[src/mbg_pkg.sv]
package mbg_pkg;

    localparam logic [1:0] KIND_START = 2'd0;
    localparam logic [1:0] KIND_STEP  = 2'd1;
    localparam logic [1:0] KIND_READ  = 2'd2;

    localparam logic [2:0] ACT_STARTED = 3'd0;
    localparam logic [2:0] ACT_CARVED  = 3'd1;
    localparam logic [2:0] ACT_BACK    = 3'd2;
    localparam logic [2:0] ACT_NOP     = 3'd3;
    localparam logic [2:0] ACT_READ    = 3'd4;

    localparam logic [1:0] DIR_N = 2'd0;
    localparam logic [1:0] DIR_E = 2'd1;
    localparam logic [1:0] DIR_S = 2'd2;
    localparam logic [1:0] DIR_W = 2'd3;

    localparam logic [4:0] OPEN_N = 5'h01;
    localparam logic [4:0] OPEN_E = 5'h02;
    localparam logic [4:0] OPEN_S = 5'h04;
    localparam logic [4:0] OPEN_W = 5'h08;
    localparam logic [4:0] SEEN   = 5'h10;

    typedef struct packed {
        logic [1:0]  kind;
        logic [15:0] rand_value;
        logic [15:0] rand_extra;
        logic [3:0]  cell_col;
        logic [2:0]  cell_row;
    } t_req;

    typedef struct packed {
        logic [2:0] action;
        logic [3:0] pos_col;
        logic [2:0] pos_row;
        logic [1:0] direction;
        logic [4:0] cell_bits;
        logic [7:0] visited_total;
        logic       complete;
    } t_rsp;

    function automatic logic [4:0] open_bit(input logic [1:0] d);
        logic [4:0] b;
        begin
            case (d)
                DIR_N:   b = OPEN_N;
                DIR_E:   b = OPEN_E;
                DIR_S:   b = OPEN_S;
                default: b = OPEN_W;
            endcase
            return b;
        end
    endfunction

    function automatic logic [1:0] opposite(input logic [1:0] d);
        return d ^ 2'd2;
    endfunction

endpackage

[src/mbg_if.sv]
interface mbg_req_if;
    logic            valid;
    logic            ready;
    mbg_pkg::t_req   payload;
    modport source (output valid, output payload, input ready);
    modport sink   (input valid, input payload, output ready);
endinterface

interface mbg_rsp_if;
    logic            valid;
    logic            ready;
    mbg_pkg::t_rsp   payload;
    modport source (output valid, output payload, input ready);
    modport sink   (input valid, input payload, output ready);
endinterface

[src/mbg_ram.sv]
module mbg_ram #(
    parameter int WIDTH = 5,
    parameter int DEPTH = 128,
    parameter int AW    = 7
) (
    input  logic             i_clk,
    input  logic             i_we,
    input  logic [AW-1:0]    i_addr,
    input  logic [WIDTH-1:0] i_wdata,
    output logic [WIDTH-1:0] o_rdata
);
    logic [WIDTH-1:0] r_mem [DEPTH];
    logic [WIDTH-1:0] r_rdata;

    always_ff @(posedge i_clk) begin
        if (i_we) begin
            r_mem[i_addr] <= i_wdata;
        end
        r_rdata <= r_mem[i_addr];
    end

    assign o_rdata = r_rdata;
endmodule

[src/maze_backtracker_generator.sv]
// Randomized depth-first maze carver. Every request returns exactly one
// response, and the next request is taken in the cycle after that response
// has been accepted. Cell walls and the path stack live in single-port
// memories with a registered read. A start request sweeps the cell memory
// clear, one address per cycle over all 2**(CW+RW) addresses. A reset does
// the same sweep before the first request is taken. After its sweep, a
// start marks its random first cell seen and pushes it on the stack. A read
// fetches the bits of one cell. A no-op step goes straight to the response.
// A step that carves does a stack read, the neighbor checks, the pick, two
// read-modify-writes of the cell memory and the stack write, all through
// the single ports. A backtrack pops the stack and reads the position and
// bits of the new top cell, or skips those reads when it empties the stack.
module maze_backtracker_generator #(
    parameter int GRID_COLS = 16,
    parameter int GRID_ROWS = 8
) (
    input  logic i_clk,
    input  logic i_rst_n,
    mbg_req_if.sink   i_req,
    mbg_rsp_if.source o_rsp
);
    localparam int CELLS = GRID_COLS * GRID_ROWS;
    localparam int CW = $clog2(GRID_COLS);
    localparam int RW = $clog2(GRID_ROWS);
    localparam int AW = CW + RW;
    localparam int DW = $clog2(CELLS + 1);

    // Reciprocal constants for the remainders by the grid size and by three.
    localparam int CSH = 16 + $clog2(GRID_COLS);
    localparam int RSH = 16 + $clog2(GRID_ROWS);
    localparam int TSH = 18;
    localparam logic [16:0] CMUL =
        17'(((64'd1 << CSH) + 64'(GRID_COLS) - 64'd1) / 64'(GRID_COLS));
    localparam logic [16:0] RMUL =
        17'(((64'd1 << RSH) + 64'(GRID_ROWS) - 64'd1) / 64'(GRID_ROWS));
    localparam logic [16:0] TMUL = 17'(((64'd1 << TSH) + 64'd2) / 64'd3);

    typedef enum logic [12:0] {
        S_CLEAR  = 13'b0000000000001,
        S_IDLE   = 13'b0000000000010,
        S_RDWAIT = 13'b0000000000100,
        S_TOP    = 13'b0000000001000,
        S_NB     = 13'b0000000010000,
        S_PICK   = 13'b0000000100000,
        S_NEWRD  = 13'b0000001000000,
        S_NEWWR  = 13'b0000010000000,
        S_TOPRD  = 13'b0000100000000,
        S_TOPWR  = 13'b0001000000000,
        S_POPRD  = 13'b0010000000000,
        S_POPBIT = 13'b0100000000000,
        S_OUT    = 13'b1000000000000
    } t_state;

    t_state        r_state, n_state;
    logic [AW-1:0] r_clr;
    logic [DW-1:0] r_depth, r_visited;
    logic          r_active, r_start_pend;
    logic [AW-1:0] r_top, r_new;
    logic [CW-1:0] r_col;
    logic [RW-1:0] r_row;
    logic [2:0]    r_nb;
    logic [3:0]    r_free;
    logic [15:0]   r_rand;
    logic [1:0]    r_dir;
    logic          r_nb_ok;
    logic          r_rd_ok;
    logic          r_ovalid;
    mbg_pkg::t_rsp r_rsp;
    mbg_pkg::t_rsp rsp_init;

    logic          c_we, s_we;
    logic [AW-1:0] c_addr, s_addr;
    logic [4:0]    c_wdata, c_rdata;
    logic [AW-1:0] s_wdata, s_rdata;

    mbg_ram #(.WIDTH(5), .DEPTH(1 << AW), .AW(AW)) u_cells (
        .i_clk(i_clk), .i_we(c_we), .i_addr(c_addr), .i_wdata(c_wdata), .o_rdata(c_rdata));
    mbg_ram #(.WIDTH(AW), .DEPTH(1 << AW), .AW(AW)) u_stack (
        .i_clk(i_clk), .i_we(s_we), .i_addr(s_addr), .i_wdata(s_wdata), .o_rdata(s_rdata));

    function automatic logic [AW-1:0] cidx(input logic [CW-1:0] c, input logic [RW-1:0] r);
        return {r, c};
    endfunction

    // Remainder of x by the constant d, with the quotient taken from a
    // multiplication by the rounded-up reciprocal.
    function automatic logic [15:0] rem_by(input logic [15:0] x, input logic [16:0] mul,
                                           input int sh, input logic [15:0] d);
        logic [32:0] prod;
        logic [15:0] quo;
        prod = {17'd0, x} * {16'd0, mul};
        quo = 16'(prod >> sh);
        return x - 16'(quo * d);
    endfunction

    // Neighbor address and existence of direction r_nb around the top cell.
    logic [CW-1:0] nb_col;
    logic [RW-1:0] nb_row;
    logic          nb_ok;
    always_comb begin
        nb_col = r_col;
        nb_row = r_row;
        nb_ok  = 1'b0;
        case (r_nb[1:0])
            mbg_pkg::DIR_N: begin
                nb_ok = r_row != '0; nb_row = r_row - 1'b1;
            end
            mbg_pkg::DIR_E: begin
                nb_ok = {1'b0, r_col} + 1'b1 < (CW+1)'(GRID_COLS); nb_col = r_col + 1'b1;
            end
            mbg_pkg::DIR_S: begin
                nb_ok = {1'b0, r_row} + 1'b1 < (RW+1)'(GRID_ROWS); nb_row = r_row + 1'b1;
            end
            default: begin
                nb_ok = r_col != '0; nb_col = r_col - 1'b1;
            end
        endcase
    end

    // Pick free direction number rand % count, in N,E,S,W order.
    logic [2:0] pk_cnt;
    logic [1:0] pk_sel;
    logic [1:0] pk_dir;
    logic [1:0] pk_seen;
    logic       pk_got;
    always_comb begin
        pk_cnt = 3'(r_free[0]) + 3'(r_free[1]) + 3'(r_free[2]) + 3'(r_free[3]);
        case (pk_cnt)
            3'd1: pk_sel = 2'd0;
            3'd2: pk_sel = {1'b0, r_rand[0]};
            3'd3: pk_sel = 2'(rem_by(r_rand, TMUL, TSH, 16'd3));
            default: pk_sel = r_rand[1:0];
        endcase
        pk_dir = mbg_pkg::DIR_N;
        pk_seen = 2'd0;
        pk_got = 1'b0;
        for (int i = 0; i < 4; i++) begin
            if (r_free[i] && !pk_got && pk_seen == pk_sel) begin
                pk_dir = 2'(i);
                pk_got = 1'b1;
            end
            if (r_free[i]) pk_seen = pk_seen + 2'd1;
        end
    end

    // Response fields known when a request is taken.
    always_comb begin
        rsp_init = '0;
        rsp_init.action = mbg_pkg::ACT_NOP;
        if (i_req.payload.kind == mbg_pkg::KIND_READ) begin
            rsp_init.action = mbg_pkg::ACT_READ;
            rsp_init.pos_col = i_req.payload.cell_col;
            rsp_init.pos_row = i_req.payload.cell_row;
        end
    end

    logic [CW-1:0] new_col;
    logic [RW-1:0] new_row;
    assign new_col = r_new[CW-1:0];
    assign new_row = r_new[AW-1:CW];

    always_comb begin
        n_state = r_state;
        c_we = 1'b0; c_addr = r_top; c_wdata = '0;
        s_we = 1'b0; s_addr = AW'(r_depth - 1'b1); s_wdata = r_new;
        i_req.ready = (r_state == S_IDLE) && !r_ovalid;
        case (r_state)
            S_CLEAR: begin
                c_we = 1'b1; c_addr = r_clr;
                if (r_clr == '1) n_state = r_start_pend ? S_NEWWR : S_IDLE;
            end
            S_IDLE: begin
                c_addr = cidx(i_req.payload.cell_col[CW-1:0], i_req.payload.cell_row[RW-1:0]);
                if (i_req.valid && !r_ovalid) begin
                    case (i_req.payload.kind)
                        mbg_pkg::KIND_START: n_state = S_CLEAR;
                        mbg_pkg::KIND_READ:  n_state = S_RDWAIT;
                        mbg_pkg::KIND_STEP:
                            n_state = (r_active && r_depth != '0 &&
                                       r_visited < DW'(CELLS)) ? S_TOP : S_OUT;
                        default: n_state = S_OUT;
                    endcase
                end
            end
            S_RDWAIT: n_state = S_OUT;
            S_TOP: n_state = S_NB;
            S_NB: begin
                c_addr = cidx(nb_col, nb_row);
                n_state = (r_nb == 3'd4) ? S_PICK : S_NB;
            end
            S_PICK: begin
                if (r_free == 4'd0) begin
                    s_addr = AW'(r_depth - 2'd2);
                    n_state = (r_depth == DW'(1)) ? S_OUT : S_POPRD;
                end else n_state = S_NEWRD;
            end
            S_NEWRD: begin
                c_addr = r_new;
                n_state = S_NEWWR;
            end
            S_NEWWR: begin
                c_addr = r_new; c_we = 1'b1;
                s_we = 1'b1; s_addr = r_depth[AW-1:0];
                c_wdata = r_start_pend ? mbg_pkg::SEEN
                        : (c_rdata | mbg_pkg::SEEN | mbg_pkg::open_bit(mbg_pkg::opposite(r_dir)));
                n_state = r_start_pend ? S_OUT : S_TOPRD;
            end
            S_TOPRD: begin
                c_addr = r_top; n_state = S_TOPWR;
            end
            S_TOPWR: begin
                c_addr = r_top; c_we = 1'b1;
                c_wdata = c_rdata | mbg_pkg::open_bit(r_dir);
                n_state = S_OUT;
            end
            S_POPRD: begin
                c_addr = s_rdata; n_state = S_POPBIT;
            end
            S_POPBIT: n_state = S_OUT;
            S_OUT: n_state = S_IDLE;
            default: n_state = S_IDLE;
        endcase
    end

    always_ff @(posedge i_clk) begin
        if (!i_rst_n) begin
            r_state <= S_CLEAR;
            r_clr <= '0;
            r_depth <= '0;
            r_visited <= '0;
            r_active <= 1'b0;
            r_start_pend <= 1'b0;
            r_ovalid <= 1'b0;
        end else begin
            r_state <= n_state;
            if (o_rsp.valid && o_rsp.ready) r_ovalid <= 1'b0;
            case (r_state)
                S_CLEAR: r_clr <= r_clr + 1'b1;
                S_IDLE: begin
                    // The waiting response must stay put until it is taken.
                    if (i_req.valid && !r_ovalid) begin
                        r_clr <= '0;
                        r_rand <= i_req.payload.rand_value;
                        r_rsp <= rsp_init;
                        r_rd_ok <= {1'b0, i_req.payload.cell_col} < 5'(GRID_COLS) &&
                                   {1'b0, i_req.payload.cell_row} < 4'(GRID_ROWS);
                        r_nb <= '0;
                        r_free <= '0;
                        if (i_req.payload.kind == mbg_pkg::KIND_START) begin
                            r_start_pend <= 1'b1;
                            r_depth <= '0;
                            r_new <= cidx(
                                CW'(rem_by(i_req.payload.rand_value, CMUL, CSH,
                                           16'(GRID_COLS))),
                                RW'(rem_by(i_req.payload.rand_extra, RMUL, RSH,
                                           16'(GRID_ROWS))));
                        end
                    end
                end
                S_RDWAIT: r_rsp.cell_bits <= r_rd_ok ? c_rdata : '0;
                S_TOP: begin
                    r_top <= s_rdata;
                    r_col <= s_rdata[CW-1:0];
                    r_row <= s_rdata[AW-1:CW];
                end
                S_NB: begin
                    r_nb <= r_nb + 1'b1;
                    r_nb_ok <= nb_ok;
                    if (r_nb != 3'd0) r_free[r_nb[1:0] - 1'b1] <= r_nb_ok & ~c_rdata[4];
                end
                S_PICK: begin
                    r_dir <= pk_dir;
                    if (r_free != 4'd0) begin
                        case (pk_dir)
                            mbg_pkg::DIR_N: r_new <= cidx(r_col, r_row - 1'b1);
                            mbg_pkg::DIR_E: r_new <= cidx(r_col + 1'b1, r_row);
                            mbg_pkg::DIR_S: r_new <= cidx(r_col, r_row + 1'b1);
                            default:        r_new <= cidx(r_col - 1'b1, r_row);
                        endcase
                    end else begin
                        r_depth <= r_depth - 1'b1;
                        r_rsp.action <= mbg_pkg::ACT_BACK;
                    end
                end
                S_NEWWR: begin
                    r_depth <= r_depth + 1'b1;
                    r_rsp.pos_col <= 4'(new_col);
                    r_rsp.pos_row <= 3'(new_row);
                    r_rsp.cell_bits <= c_wdata;
                    if (r_start_pend) begin
                        r_start_pend <= 1'b0;
                        r_active <= 1'b1;
                        r_visited <= DW'(1);
                        r_rsp.action <= mbg_pkg::ACT_STARTED;
                    end else begin
                        r_visited <= r_visited + 1'b1;
                        r_rsp.action <= mbg_pkg::ACT_CARVED;
                        r_rsp.direction <= r_dir;
                    end
                end
                S_POPRD: begin
                    r_rsp.pos_col <= 4'(s_rdata[CW-1:0]);
                    r_rsp.pos_row <= 3'(s_rdata[AW-1:CW]);
                end
                S_POPBIT: r_rsp.cell_bits <= c_rdata;
                S_OUT: begin
                    r_ovalid <= 1'b1;
                    r_rsp.visited_total <= 8'(r_visited);
                    r_rsp.complete <= r_visited == DW'(CELLS);
                end
                default: ;
            endcase
        end
    end

    assign o_rsp.valid = r_ovalid;
    assign o_rsp.payload = r_rsp;
endmodule
[src/flat_wrapper.sv]
// flat-port wrapper written by rule: the top's interface ports become plain ports
module maze_backtracker_generator_flat 
#(
    parameter int GRID_COLS = 16,
    parameter int GRID_ROWS = 8
)
  (i_clk, i_rst_n, i_req_valid, i_req_payload, i_req_ready, o_rsp_valid, o_rsp_payload, o_rsp_ready);
  mbg_req_if i_req_i ();
  mbg_rsp_if o_rsp_i ();
  input  logic i_clk;
  input  logic i_rst_n;
  input wire logic [$bits(i_req_i.valid)-1:0] i_req_valid;
  input wire logic [$bits(i_req_i.payload)-1:0] i_req_payload;
  output wire logic [$bits(i_req_i.ready)-1:0] i_req_ready;
  output wire logic [$bits(o_rsp_i.valid)-1:0] o_rsp_valid;
  output wire logic [$bits(o_rsp_i.payload)-1:0] o_rsp_payload;
  input wire logic [$bits(o_rsp_i.ready)-1:0] o_rsp_ready;
  assign i_req_i.valid = i_req_valid;
  assign i_req_i.payload = i_req_payload;
  assign i_req_ready = i_req_i.ready;
  assign o_rsp_valid = o_rsp_i.valid;
  assign o_rsp_payload = o_rsp_i.payload;
  assign o_rsp_i.ready = o_rsp_ready;
  maze_backtracker_generator #(.GRID_COLS(GRID_COLS), .GRID_ROWS(GRID_ROWS)) u_core (.i_clk(i_clk), .i_rst_n(i_rst_n), .i_req(i_req_i), .o_rsp(o_rsp_i));
endmodule
[config.mk]
export PLATFORM = sky130hd
export DESIGN_NAME = maze_backtracker_generator_flat
export DESIGN_NICKNAME = d
export VERILOG_FILES = /design/src/mbg_pkg.sv /design/src/mbg_if.sv /design/src/mbg_ram.sv /design/src/maze_backtracker_generator.sv /design/src/flat_wrapper.sv
export SDC_FILE = /design/constraint.sdc
export NUM_CORES = 2
export LEC_CHECK = 0
export BUFFER_PORTS_ARGS = -buffer_cell sky130_fd_sc_hd__clkbuf_2
export CELL_PAD_IN_SITES_DETAIL_PLACEMENT = 0
export CELL_PAD_IN_SITES_GLOBAL_PLACEMENT = 1
export CORE_MARGIN = 1.5
export CORE_UTILIZATION = 33
export CTS_CLUSTER_SIZE = 24
export DETAILED_ROUTE_END_ITERATION = 10
export PLACE_DENSITY_LB_ADDON = 0.1
export SLEW_MARGIN = 20
export SYNTH_ARGS = -nofsm -noshare
export SYNTH_HDL_FRONTEND = slang
export SYNTH_SLANG_ARGS = --single-unit
export TNS_END_PERCENT = 10
[constraint.sdc]
create_clock -name i_clk -period 7.7 [get_ports i_clk]
set_clock_uncertainty 0.15 [all_clocks]
set_input_delay 0.77 -clock i_clk [delete_from_list [all_inputs] [get_ports i_clk]]
set_output_delay 0.77 -clock i_clk [all_outputs]
set_load 0.05 [all_outputs]
==> key figures <==
Synth
  • Compound-Gate Fraction of Synth Area: roughly 11%
  • Seq/Total Area, Yosys: 71.8%
  • Distinct cells, synth: 94
  • Mapped Cells: 4748
  • Top cells by area, synth: edfxtp_1 70%, nand2_1 2.9%, a22oi_1 2.4%
  • Mean Syn Cell Area: 14.4 sq um
  • Synthesized flop and latch total: 1653
  • Commonest cells post-synth: 1602 x edfxtp_1, 520 x nand2_1, 402 x nor2_1
  • Simple-gate portion of the synthesized area: roughly 8%
  • Post-synthesis net count: ~4.9k
  • Number of synthesized flops with an enable pin: 1602
  • Most common cell in the synthesized netlist: edfxtp_1
  • Synth Area in Adders: under 10%
  • Synth top area share: 70.3%
  • Leading area contributor after synthesis: edfxtp_1
  • Synthesized cell area: 0.0684 sq mm
  • Top FF cell, synth: edfxtp_1
  • Post-synthesis xor/xnor area fraction: less than 1%
  • Largest family of logic cells by synthesized area: compound AO/OA/AOI/OAI gates
  • YS warnings: 0
  • Ys async rst share: 0%
  • Mux cell area share after synthesis: under 10%

Floorplanning
  • Die span in x: roughly 460 um
  • Die Height: around 460 um
  • Ports: 73
  • Site Rows: between 150 and 200
  • Starting Density: 33.3%
  • Core region area: approximately 0.21 sq mm
  • Die area: 0.210 sq mm

Placed design
  • Dpl hpwl: 149000 um
  • Placed Area: roughly 0.073 sq mm
  • Placed insts: 7389
  • PortBufs: slightly below 60
  • Routability congestion estimate: 0.827

Layout
  • Final nets: approximately 5.1k
  • Fill cells: slightly below 20k
  • Final Cell Area: 0.0787 sq mm
  • Area delta synth->final: 15.1%
  • Post-layout util: roughly two fifths
  • Non-Filler Instances: 7736
  • Share of cells above drive strength 1: 12.1%

Clock tree
  • Root buf cell: clkbuf_16
  • H-Tree Depth: 4
  • Clock Latency Late Sink: roughly 0.84 ns
  • Sink Count: 1653
  • Cts bufs inserted: approximately 180
  • Clock buffer depth: 3
  • CTS tree: done
  • Clock-pin slew on the worst setup and hold paths: about 0.060 ns

Global routing
  • Pin count of the biggest net entering global routing: 129
  • Remaining Overflow, GRT: 0
  • Antenna violations before repair: 6
  • Global-route wire length before repair: ~340000 um
  • Gr usage total: between 20% and 30%
  • Vias in the first global route: 42.8k

Worst setup path
  • Worst setup EP type: flop
  • Worst path arrival time: around 7.8 ns
  • Worst path required time: around 8 ns
  • Worst Setup Start Kind: flop
  • Critical path class: flop to flop
  • Crit. Startpoint: u_core.r_rand[1]$_DFFE_PP_
  • Worst r2r src: u_core.r_rand[1]$_DFFE_PP_
  • Crit-path max FO: 6

Detailed routing
  • Via count: between 40k and 50k
  • Wirelength, routed: 239000 um
  • Wl on met1: ~110000 um
  • Uppermost layer routed: met5
  • DR WL/cell: 30.9 um
  • DRT Pass-1 Iters: 6
  • Number of vias per cell: roughly 5.5
  • Residual DRC: 0
  • Met2 Wirelength: about 120000 um
  • Met3 Wirelength: approximately 12000 um
  • Antenna-violating nets left: 0
  • First DRT Iteration DRCs: 4246

Run status
  • Outcome: complete, no violations

Flow run
  • Total of max-cap violations: 0

Pwr
  • P_leak: between 20 and 30 nW
  • PD cells: 256 mW/mm^2
  • Worst vdd ir: about 230 uV

STA
  • Rel. slew slack: between 20% and 30%
  • Fin Hold WS: 0.0922 ns
  • Setup TNS: 0 ns
  • Final Max Slew Viols: 0
  • Fmax: between 0.1 and 0.15 GHz
  • Tmin final: approximately 7.4 ns
  • RSZ-0062 raised after global routing: true
  • Final setup viols: 0
  • Final Hold Fails: 0
  • Final period utilization: 95.5%
  • Worst Max-Slew Pin Slew: between 1 and 1.5 ns

Worst hold path
  • Min-delay src: o_rsp_ready
  • Hold Crit Class: input pin to flop
## critical path, cell delays in order, from the launching register on
cell and delay (ns):
edfxtp_1 0.39, ha_1 0.35, fa_1 0.50, fa_1 0.53
fa_1 0.43, fa_1 0.49, inv_1 0.05, fa_1 0.51
inv_1 0.06, ha_1 0.34, nand4_1 0.24, a211oi_2 0.25
o41ai_2 0.15, nand3_1 0.12, xor2_1 0.08, ha_1 0.30
inv_1 0.05, ha_1 0.18, nor2_1 0.13, xnor2_1 0.14
xnor2_1 0.15, xnor2_1 0.11, a211o_1 0.24, nand3_2 0.15
mux2_2 0.42, a221oi_1 0.32, xnor2_1 0.16, o21ai_0 0.09
## per-stage QoR
| step | power (mW) | setup slack [ns] |
|---|---|---|
| after floorplan | 10.8 | 0.501 |
| after global placement | 11.8 | -0.0999 |
| after detailed placement | 11.8 | -0.0814 |
| after CTS | 20.3 | 0.0259 |
| after global routing | 20.7 | -0.0161 |
| final | 20.2 | 0.349 |
## repair_timing
item                                   4_1_cts  5_1_grt
hold buffers                                16        0
endpoints found under the hold margin       16        0
buffers inserted                             0        4
pin swaps                                    0        2
resized for setup                            1       10
setup endpoints to repair                    4        7
## registers in the layout, indices dropped and copies added, names as in the netlist
name	count
u_core.o_rsp.valid	1
u_core.r_new	7
u_core.r_row	3
u_core.u_stack.r_mem	896
u_core.r_active	1
u_core.r_rand	16
u_core.r_col	3
u_core.u_cells.o_rdata	5
u_core.o_rsp.payload	26
u_core.r_clr	7
u_core.r_free	4
u_core.r_start_pend	1
u_core.r_visited	8
u_core.u_stack.o_rdata	7
u_core.r_depth	8
u_core.r_nb_ok	1
u_core.r_top	1
u_core.r_dir	2
u_core.u_cells.r_mem	640
u_core.r_state	13
u_core.r_nb	3
## cell families (layout without fill, tap and decap cells)
| group | count (synthesis) | count (layout) |
|---|---|---|
| compound gates | 1082 | 1082 |
| xor+xnor | 50 | 50 |
| fa+ha+maj | 155 | 155 |
| buf+inv | 438 | 737 |
| flops | 1653 | 1653 |
| mux | 130 | 130 |
| other cells | 0 | 1 |
| simple gates | 1240 | 1240 |
## layout by cell type (no fill, tap or decap), types with 27 or more instances in the layout
| cell | netlist | final |
|---|---|---|
| o22ai_1 | 29 | 29 |
| nand3_1 | 95 | 94 |
| mux2i_1 | 87 | 86 |
| a31oi_1 | 64 | 62 |
| a221oi_1 | 88 | 88 |
| nand2_1 | 520 | 514 |
| a22o_1 | 56 | 56 |
| ha_1 | 105 | 104 |
| buf_4 | 3 | 169 |
| dfxtp_1 | 51 | 51 |
| clkinv_1 | 0 | 49 |
| a21oi_1 | 253 | 250 |
| fa_1 | 50 | 50 |
| nor2_1 | 402 | 388 |
| o21ai_0 | 100 | 97 |
| clkbuf_1 | 170 | 36 |
| clkbuf_2 | 0 | 59 |
| a22oi_1 | 216 | 215 |
| a211oi_1 | 47 | 44 |
| mux4_2 | 27 | 27 |
| clkbuf_16 | 0 | 187 |
| a222oi_1 | 38 | 38 |
| nor3_1 | 43 | 37 |
| inv_1 | 153 | 152 |
| edfxtp_1 | 1602 | 1602 |
| nand4_1 | 31 | 31 |
## path summary, 6_finish.rpt
kind	endpoint	slack, ns	cells past startpoint
worst max-delay path	u_core.r_new[3]$_DFFE_PP_	0.35	27
worst min-delay path	u_core.o_rsp.valid$_SDFFE_PN0P_	0.09	4
worst max register to register	u_core.r_new[3]$_DFFE_PP_	0.35	27
worst min register to register	u_core.r_row[0]$_DFFE_PP_	0.30	0
## cell type report
cell class                      count  area [sq um]  area share, %
Sequential cell                  1653         49100           62.4
Clock inverter                    102           913           1.16
Inverter                          153           574          0.730
Clock buffer                      224          4830           6.13
Timing Repair Buffer              258          2000           2.54
Antenna cell                        1          2.50        0.00318
Multi-Input combinational cell   2657         17900           22.7
Tap cell                         2688          3360           4.27
## report_power, final
group,switching [mW],total (mW),internal (mW),leakage [nW]
combinational,1.37,1.79,0.415,7.72
clock,3.70,8.55,4.85,2.80
sequential,0.0368,9.81,9.77,16.3
## per-layer routing
metal | vias to the layer above | GRT usage [%]
li1 | 18755 | -
met1 | 22260 | 30.8
met2 | 1283 | 37.8
met3 | 294 | 2.96
met4 | 2 | 5.54
met5 | - | 0
Power figures use the tool's default switching activity.
